[src/rtl/core/rtc3w_pkg.sv]
package rtc3w_pkg;

	// number of bytes returned by a burst read
	localparam int unsigned BURST_BYTES = 7;

	// command sent for a burst read, whatever command_byte holds
	localparam logic [7:0] BURST_CMD = 8'hBF;

	typedef enum logic [1:0] {
		OP_TICK   = 2'd0,
		OP_WRITE  = 2'd1,
		OP_SINGLE = 2'd2,
		OP_BURST  = 2'd3
	} op_t;

	// high nibble times ten plus low nibble, non-bcd nibbles included
	function automatic logic [7:0] bcd_to_dec(input logic [7:0] v);
		logic [7:0] hi;
		logic [7:0] lo;
		begin
			hi = {4'd0, v[7:4]};
			lo = {4'd0, v[3:0]};
			bcd_to_dec = (hi << 3) + (hi << 1) + lo;
		end
	endfunction

endpackage

[src/rtl/core/three_wire_rtc_serial_master.sv]
// three-wire real-time-clock serial master
//
// input channel (in_valid/in_ready): each beat is one half-bit tick of the
// serial line. operation starts a write, a single read or a burst read when
// the block is idle; otherwise the tick just advances the transaction.
// command_byte/write_byte are taken on the start tick, io_sample is the
// sampled data line level on that tick.
// output channel (out_valid/out_ready): exactly one beat per input beat,
// carrying the pin levels (chip_enable, serial_clock, data_out, data_drive)
// and read results (read_valid, read_value, last_read) plus busy_res.
// the result of a tick is registered and appears in the cycle after it is accepted.
// throughput: one tick per cycle unless the receiver stalls; the sequencer
// state and the result register both update on the accepting edge, so the
// next tick enters while the previous result is being taken.
// when the receiver stalls, the result register holds and in_ready drops
// until it drains; the sequencer only moves on accepted ticks, so no
// serial-line timing is lost or invented.
// reset (arst_n low): sequencer idle, counters and shift register cleared,
// no result pending.
module three_wire_rtc_serial_master (
	input  logic       clk,
	input  logic       arst_n,
	input  logic       in_valid,
	output logic       in_ready,
	input  logic [1:0] operation,
	input  logic [7:0] command_byte,
	input  logic [7:0] write_byte,
	input  logic       io_sample,
	output logic       out_valid,
	input  logic       out_ready,
	output logic       chip_enable,
	output logic       serial_clock,
	output logic       data_out,
	output logic       data_drive,
	output logic       read_valid,
	output logic [7:0] read_value,
	output logic       last_read,
	output logic       busy_res
);

	typedef enum logic [2:0] {
		PH_IDLE  = 3'd0,
		PH_CMD   = 3'd1,
		PH_WDATA = 3'd2,
		PH_RDATA = 3'd3,
		PH_END   = 3'd4
	} phase_t;

	// sequencer state
	phase_t          phase_q, phase_d;
	rtc3w_pkg::op_t  kind_q, kind_d;
	logic [2:0]      bit_count_q, bit_count_d;
	logic [2:0]      byte_count_q, byte_count_d;
	logic [7:0]      shift_q, shift_d;
	logic [7:0]      held_q, held_d;
	logic            half_q, half_d;

	// result register
	logic            out_valid_q;
	logic            ce_q, sclk_q, dout_q, drive_q, rvalid_q, rlast_q, busy_q;
	logic [7:0]      rvalue_q;

	// combinational result of the current tick
	logic            ce_c, sclk_c, dout_c, drive_c, rvalid_c, rlast_c, busy_c;
	logic [7:0]      rvalue_c;
	logic [7:0]      sampled;
	logic            last_byte;
	logic            in_fire;

	assign in_ready = !out_valid_q || out_ready;
	assign in_fire  = in_valid && in_ready;

	assign sampled = {io_sample, shift_q[7:1]};
	// final byte of a read: single reads always, bursts on the last count
	assign last_byte = (kind_q != rtc3w_pkg::OP_BURST) ||
		(({1'b0, byte_count_q} + 4'd1) >= 4'(rtc3w_pkg::BURST_BYTES));

	always_comb begin
		phase_d      = phase_q;
		kind_d       = kind_q;
		bit_count_d  = bit_count_q;
		byte_count_d = byte_count_q;
		shift_d      = shift_q;
		held_d       = held_q;
		half_d       = half_q;
		ce_c         = 1'b0;
		sclk_c       = 1'b0;
		dout_c       = 1'b0;
		drive_c      = 1'b0;
		rvalid_c     = 1'b0;
		rvalue_c     = 8'd0;
		rlast_c      = 1'b0;
		busy_c       = 1'b0;
		case (phase_q)
			PH_CMD, PH_WDATA: begin
				busy_c  = 1'b1;
				ce_c    = 1'b1;
				drive_c = 1'b1;
				dout_c  = shift_q[0];
				if (!half_q) begin
					half_d = 1'b1;
				end else begin
					sclk_c  = 1'b1;
					half_d  = 1'b0;
					shift_d = shift_q >> 1;
					if (bit_count_q == 3'd7) begin
						bit_count_d = 3'd0;
						if (phase_q == PH_CMD && kind_q == rtc3w_pkg::OP_WRITE) begin
							phase_d = PH_WDATA;
							shift_d = held_q;
						end else if (phase_q == PH_CMD) begin
							phase_d      = PH_RDATA;
							shift_d      = 8'd0;
							byte_count_d = 3'd0;
						end else begin
							phase_d = PH_END;
						end
					end else begin
						bit_count_d = bit_count_q + 3'd1;
					end
				end
			end
			PH_RDATA: begin
				busy_c = 1'b1;
				ce_c   = 1'b1;
				if (!half_q) begin
					// clock low: sample into the top of a right shift
					shift_d = sampled;
					if (bit_count_q == 3'd7) begin
						rvalid_c = 1'b1;
						rvalue_c = rtc3w_pkg::bcd_to_dec(sampled);
						rlast_c  = last_byte;
					end
					half_d = 1'b1;
				end else begin
					sclk_c = 1'b1;
					half_d = 1'b0;
					if (bit_count_q == 3'd7) begin
						bit_count_d = 3'd0;
						if (last_byte) begin
							phase_d = PH_END;
						end else begin
							byte_count_d = byte_count_q + 3'd1;
							shift_d      = 8'd0;
						end
					end else begin
						bit_count_d = bit_count_q + 3'd1;
					end
				end
			end
			PH_END: begin
				// closing tick, starts here are dropped
				busy_c      = 1'b1;
				phase_d     = PH_IDLE;
				half_d      = 1'b0;
				bit_count_d = 3'd0;
			end
			default: begin
				phase_d = PH_IDLE;
				if (operation != rtc3w_pkg::OP_TICK) begin
					busy_c       = 1'b1;
					kind_d       = rtc3w_pkg::op_t'(operation);
					shift_d      = (operation == rtc3w_pkg::OP_BURST) ?
						rtc3w_pkg::BURST_CMD : command_byte;
					held_d       = write_byte;
					bit_count_d  = 3'd0;
					byte_count_d = 3'd0;
					half_d       = 1'b0;
					phase_d      = PH_CMD;
				end
			end
		endcase
	end

	always_ff @(posedge clk or negedge arst_n) begin
		if (!arst_n) begin
			phase_q      <= PH_IDLE;
			kind_q       <= rtc3w_pkg::OP_TICK;
			bit_count_q  <= 3'd0;
			byte_count_q <= 3'd0;
			shift_q      <= 8'd0;
			held_q       <= 8'd0;
			half_q       <= 1'b0;
			out_valid_q  <= 1'b0;
			ce_q         <= 1'b0;
			sclk_q       <= 1'b0;
			dout_q       <= 1'b0;
			drive_q      <= 1'b0;
			rvalid_q     <= 1'b0;
			rvalue_q     <= 8'd0;
			rlast_q      <= 1'b0;
			busy_q       <= 1'b0;
		end else begin
			if (in_fire) begin
				phase_q      <= phase_d;
				kind_q       <= kind_d;
				bit_count_q  <= bit_count_d;
				byte_count_q <= byte_count_d;
				shift_q      <= shift_d;
				held_q       <= held_d;
				half_q       <= half_d;
				out_valid_q  <= 1'b1;
				ce_q         <= ce_c;
				sclk_q       <= sclk_c;
				dout_q       <= dout_c;
				drive_q      <= drive_c;
				rvalid_q     <= rvalid_c;
				rvalue_q     <= rvalue_c;
				rlast_q      <= rlast_c;
				busy_q       <= busy_c;
			end else if (out_ready) begin
				out_valid_q  <= 1'b0;
			end
		end
	end

	assign out_valid    = out_valid_q;
	assign chip_enable  = ce_q;
	assign serial_clock = sclk_q;
	assign data_out     = dout_q;
	assign data_drive   = drive_q;
	assign read_valid   = rvalid_q;
	assign read_value   = rvalue_q;
	assign last_read    = rlast_q;
	assign busy_res     = busy_q;

	// the closing tick always returns to idle
	a_end_to_idle: assert property (@(posedge clk) disable iff (!arst_n)
		in_fire && phase_q == PH_END |=> phase_q == PH_IDLE)
		else $error("closing tick did not return to idle");

	// a received byte only shows with enable high and line released
	a_read_framed: assert property (@(posedge clk) disable iff (!arst_n)
		out_valid_q && rvalid_q |-> ce_q && busy_q && !drive_q && !sclk_q)
		else $error("read byte outside a read clock-low tick");

	// last marker only with a received byte
	a_last_with_read: assert property (@(posedge clk) disable iff (!arst_n)
		out_valid_q && rlast_q |-> rvalid_q)
		else $error("last_read without read_valid");

	// clock pulses only inside an enabled frame
	a_clock_framed: assert property (@(posedge clk) disable iff (!arst_n)
		out_valid_q && sclk_q |-> ce_q && busy_q)
		else $error("serial clock high outside a frame");

	// a stalled result holds while no tick is accepted
	a_hold_on_stall: assert property (@(posedge clk) disable iff (!arst_n)
		out_valid_q && !out_ready |=> out_valid_q && $stable(rvalue_q) && $stable(busy_q))
		else $error("result changed under stall");

endmodule

[config.mk]
export PLATFORM = sky130hd
export DESIGN_NAME = three_wire_rtc_serial_master
export DESIGN_NICKNAME = d
export VERILOG_FILES = /design/src/rtl/core/rtc3w_pkg.sv /design/src/rtl/core/three_wire_rtc_serial_master.sv
export SDC_FILE = /design/constraint.sdc
export NUM_CORES = 1
export LEC_CHECK = 0
export BUFFER_PORTS_ARGS = -buffer_cell sky130_fd_sc_hd__buf_2
export CAP_MARGIN = 20
export CORE_MARGIN = 5
export CORE_UTILIZATION = 59
export CTS_BUF_LIST = sky130_fd_sc_hd__clkbuf_4
export DETAILED_ROUTE_END_ITERATION = 12
export HOLD_SLACK_MARGIN = 0.03
export PLACE_DENSITY = 0.88
export SLEW_MARGIN = 20
export SYNTH_ARGS = -nofsm -noshare
export SYNTH_HDL_FRONTEND = slang
export SYNTH_SLANG_ARGS = --single-unit
[constraint.sdc]
create_clock -name clk -period 2.5 [get_ports clk]
set_clock_uncertainty 0.05 [all_clocks]
set_input_delay 0.5 -clock clk [delete_from_list [all_inputs] [get_ports clk]]
set_output_delay 0.5 -clock clk [all_outputs]
set_load 0.1 [all_outputs]
### Word-level counts from Yosys, hierarchy flattened

Cells that the tools add are included.

* input bits: 23
* register bits: 44
* logic and storage cells: 113

* equality and inequality tests: 19
* reduce and logical (&&, ||, !) cells: 18
* muxes and demuxes: 52
* bitwise gates (word level): 2
* $lt $le $gt $ge: 1
* add/subtract/negate cells: 5

Operators by type and width (count)
* two-way mux 8 bit: 11
* two-way mux 3 bit: 17
* one-hot mux 8 bit (3 select lines): 1
* two-way mux 1 bit: 18
* inequality test 2 bit, second input constant: 9
* one-hot mux 3 bit (3 select lines): 2
* AND reduction 6 bit: 2
* AND reduction 10 bit: 1
* adder 7 x 5 -> 8 bit: 1
* adder 8 x 4 -> 8 bit: 1
* two-way mux 7 bit: 1
* adder 3 x 1 -> 3 bit, second input constant: 2
* == test 3 x 2 -> 1 bit, second input constant: 2
* == test 3 bit, second input constant: 2
* inequality test 3 bit, second input constant: 2
* one-hot mux 3 bit (2 select lines): 1
* AND reduction 3 bit: 2
* nonzero test 3 bit: 2
* adder 3 x 1 -> 4 bit, second input constant: 1
* >= comparator 4 x 3 -> 1 bit, second input constant: 1
* nonzero test 2 bit: 2
* OR reduction 4 bit: 1
* == test 3 x 1 -> 1 bit, second input constant: 1
* OR reduction 3 bit: 1
* other kinds (10): 13

### Longest topological paths before layout

* depth in word-level cells: 7
* mapped depth: 8
* depth with buffers taken out: 8

### Least setup slack after synthesis

OpenSTA, ideal clock, no wires.

* path type: reg2reg
* from: register out_valid_q, in the netlist out_valid
* to: register shift_q[0]
* path buffers: 2
* stages on the path, launching flop included: 7
* clock period less this slack: 2.513 ns
* arrival: 2.338 ns
* library setup time: 0.125 ns
* slack: -0.013 ns
* required time: 2.325 ns
* cells stage by stage: dfrtp_1 -> nand2b_1 -> buf_2 -> and2_1 -> clkbuf_1 -> o2111ai_4 -> mux2_2

* cells in the longest elaborated chain, start to end: 4

RTL lines
* from (decl): RTL line three_wire_rtc_serial_master.sv:59 `logic out_valid_q;`
* from (signal assigned): RTL line three_wire_rtc_serial_master.sv:184 `out_valid_q <= 1'b0;`
* from (signal assigned): RTL line three_wire_rtc_serial_master.sv:202 `out_valid_q <= 1'b1;`
* from (signal assigned): RTL line three_wire_rtc_serial_master.sv:212 `out_valid_q <= 1'b0;`
* zero test 1 bit: RTL line three_wire_rtc_serial_master.sv:70 `assign in_ready = !out_valid_q || out_ready;`
* logical OR 1 bit: RTL line three_wire_rtc_serial_master.sv:70
* via in_ready: RTL line three_wire_rtc_serial_master.sv:24 `output logic in_ready,`
* logical AND 1 bit: RTL line three_wire_rtc_serial_master.sv:71 `assign in_fire = in_valid && in_ready;`
* AND reduction 6 bit (no source line)
* to (signal assigned): RTL line three_wire_rtc_serial_master.sv:199 `shift_q <= shift_d;`
* to (decl): RTL line three_wire_rtc_serial_master.sv:54 `logic [7:0] shift_q, shift_d;`

The timed path passes the listed nets, and every way through them passes these cells.
A chain may end at the register's enable or synchronous reset.

### Worst setup path after layout

* from: register shift_q[4]
* to: register rvalue_q[6], in the netlist read_value[6]

* cells in the longest elaborated chain, start to end: 4

RTL lines
* adder 8 x 4 -> 8 bit: RTL line rtc3w_pkg.sv:23 `bcd_to_dec = (hi << 3) + (hi << 1) + lo;`
* two-way mux 8 bit: RTL line three_wire_rtc_serial_master.sv:129 `if (bit_count_q == 3'd7) begin`
* two-way mux 8 bit: RTL line three_wire_rtc_serial_master.sv:126 `if (!half_q) begin`
* two-way mux 8 bit: RTL line three_wire_rtc_serial_master.sv:94 `case (phase_q)`
* to (signal assigned): RTL line three_wire_rtc_serial_master.sv:208 `rvalue_q <= rvalue_c;`
* to (decl): RTL line three_wire_rtc_serial_master.sv:61 `logic [7:0] rvalue_q;`

Every way passes these cells.

==> reports/qor.csv <==
stage;metric;value;unit
sta;Fin Setup TNS;0;ns
place;number of instances in the placed design;323;
clocking;H-tree depth;2;
power_and_ir_drop;fraction of power spent switching nets;42.8;%
place;Final Wtd Congestion;0.927;
power_and_ir_drop;static leakage;1.42;nW
critical_path;critical path startpoint;shift_q[4]$_DFFE_PN0P_;
sta;max-slew violation count;0;
power_and_ir_drop;sequential cell fraction of total power;37.9;%
sta;hold_ws;0.306;ns
detailed_routing;total via count in the routed design;2008;
detailed_routing;via/cell ratio;6.05;
die;Die Span X;75.9;um
logic_synthesis;number of distinct library cells after synthesis;52;
detailed_routing;Residual DRC;0;
die;number of rows in the core area;24;
logic_synthesis;post-synthesis sequential area ratio;42.9;%
detailed_routing;drt first-iter violations;107;
detailed_routing;remaining antenna violation count after routing;0;
clocking;maximum buffer depth of the clock tree;2;
clocking;clock edge transition at the registers on the reported setup and hold paths;0.13;ns
hold_path;hold-critical path depth;2;
detailed_routing;final WL;5490;um
sta;Relative slew margins;60.8;%
global_route;pin count of the biggest net entering global routing;22;
logic_synthesis;number of enable flip-flop cells after synthesis;0;
finish;fin nets;315;
sta;share of the clock period used by the worst path;94.2;%
critical_path;worst reg2reg setup slack;0.15;ns
logic_synthesis;post-synthesis net count;276;
hold_path;endpoint of the worst hold path;held_q[3]$_DFFE_PN0P_;
finish;fraction of layout instances using a drive strength above 1;26.4;%
logic_synthesis;Post-Synthesis Cell Area;2560;sq um
sta;final-report setup violation count;0;
power_and_ir_drop;Pwr Density;1040;nW/um^2
power_and_ir_drop;IR drop worst, VDD;0.000662;V
critical_path;sort of element at the start of the critical path;flip-flop;
logic_synthesis;Yosys warnings;0;
clocking;clock tree from TritonCTS;built;
global_route;antenna violations before repair;0;
global_route;via count of the first global-routing pass;2096;
critical_path;path depth of the worst reg2reg path;8;
global_route;overflow left after global routing;0;
clocking;CTS Buf Count;5;
sta;post-layout min period;2.35;ns
die;total core area;4290;sq um
sta;top achievable clock speed;425;MHz
die;count of boundary I/O pins;40;
global_route;wire length of the first global-routing pass;9450;um
clocking;total of hold buffers inserted after clock tree synthesis;1;
detailed_routing;average wire length per cell after detail routing;16.5;um
global_route;global-route usage over all layers;19.6;%
hold_path;class of the tightest hold or removal check;input port to flip-flop;
place;total half-perimeter wirelength after legalization and detailed placement;4180;um
logic_synthesis;syn_area_per_cell;10.7;sq um
die;die outline area;5770;sq um
power_and_ir_drop;power share of the combinational group;47.6;%
critical_path;path type of the worst setup path;flip-flop to flip-flop;
clocking;Sink Count;44;
run_status;result of the run;finished clean;
clocking;clk_lat worst skew;0.36;ns
die;Starting Density;59.7;%
finish;Diodes inserted;0;
finish;fraction of the core area covered by cells at the end of the flow;67.4;%
detailed_routing;number of detailed-routing iterations run before antenna repair;5;
logic_synthesis;cells after synthesis;240;
finish;post-layout instance count excluding filler cells;332;
die;Chip Height;75.9;um
power_and_ir_drop;Cell Int Power;1.72;mW
sta;unrepaired setup endpoints after global routing;false;
finish;area added between synthesis and finish;12.9;%
logic_synthesis;proportion of synthesized flip-flops having asynchronous set or reset;100;%
clocking;clock root cell;sky130_fd_sc_hd__clkbuf_4;
sta;transition time of the tightest slew-check pin;0.579;ns
critical_path;CP Max Fanout;4;
flow_run;number of maximum-capacitance violations;0;
critical_path;arrival time at the worst endpoint;2.57;ns
power_and_ir_drop;total chip power;3.01;mW
hold_path;Min-Delay Startpoint;write_byte[3];
finish;final-layout fill cell count;367;
critical_path;launch point of the worst reg-to-reg path;shift_q[4]$_DFFE_PN0P_;
critical_path;kind of end point of the critical path;flip-flop;
power_and_ir_drop;switching pwr;1.29;mW
clocking;Post-CTS Setup Repair Bufs;0;
logic_synthesis;main flop type after synthesis;sky130_fd_sc_hd__dfrtp_1;
critical_path;required time at the worst-slack endpoint;2.72;ns
clocking;CTS resizes;0;
critical_path;capture point of the worst reg-to-reg path;read_value[6]$_DFFE_PN0P_;
logic_synthesis;register bit total from synthesis;44;
place;port buffer count;39;
sta;Final Hold Vio Count;0;
power_and_ir_drop;proportion of power drawn by the clock network;14.5;%
[stage by stage]
step | worst slack [ns] | cell area (sq um)
6_report | 0.145 | 2900
5_1_grt | 0.0566 | 2900
4_1_cts | 0.150 | 2900
3_5_place_dp | 0.191 | 2810
3_3_place_gp | 0.260 | 2810
2_1_floorplan | 0.153 | 2570
[cell usage in the layout, fill, tap and decap left out, types with 4 or more instances in the layout]
master                      n
sky130_fd_sc_hd__dfrtp_1   44
sky130_fd_sc_hd__buf_2     39
sky130_fd_sc_hd__nor2_1     4
sky130_fd_sc_hd__ha_1      11
sky130_fd_sc_hd__mux2_2    16
sky130_fd_sc_hd__xor2_1     4
sky130_fd_sc_hd__clkbuf_4   5
sky130_fd_sc_hd__a222oi_1   6
sky130_fd_sc_hd__a22o_1    11
sky130_fd_sc_hd__a21oi_1    8
sky130_fd_sc_hd__nand2b_1  10
sky130_fd_sc_hd__o21ai_0    6
sky130_fd_sc_hd__nand2_1   16
sky130_fd_sc_hd__buf_4      7
sky130_fd_sc_hd__nand3_1    9
sky130_fd_sc_hd__inv_1     19
sky130_fd_sc_hd__a21o_1     9
[state kept, by name (all words and copies together) (netlist names), 2 cells and up]
register,flops
kind_q,2
read_value,8
phase_q,3
bit_count_q,3
held_q,8
byte_count_q,3
shift_q,8
[layout make-up]
cell class / count / area [sq um] / share of cell area [%]
Clock inverter: 3 / 37.5 / 1.30
Timing Repair Buffer: 47 / 258 / 8.90
Sequential cell: 44 / 1100 / 38.0
Inverter: 19 / 71.3 / 2.46
Clock buffer: 5 / 37.5 / 1.30
Multi-Input combinational cell: 162 / 1330 / 45.8
Tap cell: 52 / 65.1 / 2.25
[Yosys cell counts (all sizes together), types with 2 or more instances]
cell type | n | share of area [%]
nand3 | 9 | 1.8
nor4bb | 3 | 1.2
fa | 2 | 1.6
a32oi | 2 | 0.68
a22o | 11 | 3.8
inv | 19 | 2.8
dfrtp | 44 | 43
a21oi | 9 | 1.9
a222oi | 6 | 2.3
o22ai | 2 | 0.49
o211a | 2 | 0.78
and2 | 3 | 0.73
a21o | 9 | 2.6
and3b | 2 | 0.68
nand2 | 16 | 2.3
o21ai | 7 | 1.5
mux2i | 3 | 1.2
clkbuf | 9 | 1.4
a2111oi | 4 | 2.1
mux2 | 16 | 7.0
o21bai | 3 | 0.88
xor2 | 4 | 1.4
buf | 6 | 1.3
nand2b | 10 | 2.4
nor2b | 2 | 0.49
o2111a | 2 | 0.88
ha | 11 | 5.4
nor2 | 4 | 0.59
o211ai | 3 | 0.88
[how the worst max path moves through the flow]
stage / cells past startpoint / slack [ns] / end
floorplan: 6 / 0.15 / shift_q[0]$_DFFE_PN0P_
global placement: 8 / 0.26 / read_value[6]$_DFFE_PN0P_
detailed placement: 8 / 0.19 / read_value[6]$_DFFE_PN0P_
CTS: 8 / 0.15 / read_value[6]$_DFFE_PN0P_
global route: 8 / 0.06 / read_value[6]$_DFFE_PN0P_
finish: 8 / 0.15 / read_value[6]$_DFFE_PN0P_
[cell families after synthesis]
| kind of cell | after synthesis | share of synthesized area [%] |
|---|---|---|
| AO/OA/AOI/OAI | 66 | 21.6 |
| XOR/XNOR | 5 | 1.71 |
| multiplexers | 19 | 8.20 |
| adder cells (fa/ha/maj) | 13 | 6.93 |
| flip-flops | 44 | 42.9 |
| AND/OR/NAND/NOR | 59 | 13.2 |
| buffers and inverters | 34 | 5.41 |
[critical path, cell delays in order (launching register included)]
cell and delay (ns):
sky130_fd_sc_hd__dfrtp_1 0.42, sky130_fd_sc_hd__inv_1 0.08, sky130_fd_sc_hd__fa_1 0.54, sky130_fd_sc_hd__inv_1 0.07
sky130_fd_sc_hd__fa_1 0.46, sky130_fd_sc_hd__a21o_1 0.20, sky130_fd_sc_hd__a21oi_1 0.17, sky130_fd_sc_hd__xnor2_1 0.08
sky130_fd_sc_hd__a22o_1 0.20
[power groups by stage]
stage | registers (mW) | logic (mW) | clock network [mW]
after floorplan | 1.29 | 0.977 | 0
after global routing | 1.18 | 1.58 | 0.483
final | 1.14 | 1.43 | 0.437
after CTS | 1.14 | 1.44 | 0.448
after detailed placement | 1.15 | 1.43 | 0
after global placement | 1.14 | 1.38 | 0
[routing by layer]
layer  vias to the layer above  wire length (um)  track usage (%)
met4                         0                84             6.94
met1                       995              2340             24.8
li1                        955                 -                -
met5                         -                 0                0
met2                        50              2810             32.7
met3                         8               253             4.62
No activity file was read; power rests on OpenSTA's default activity.
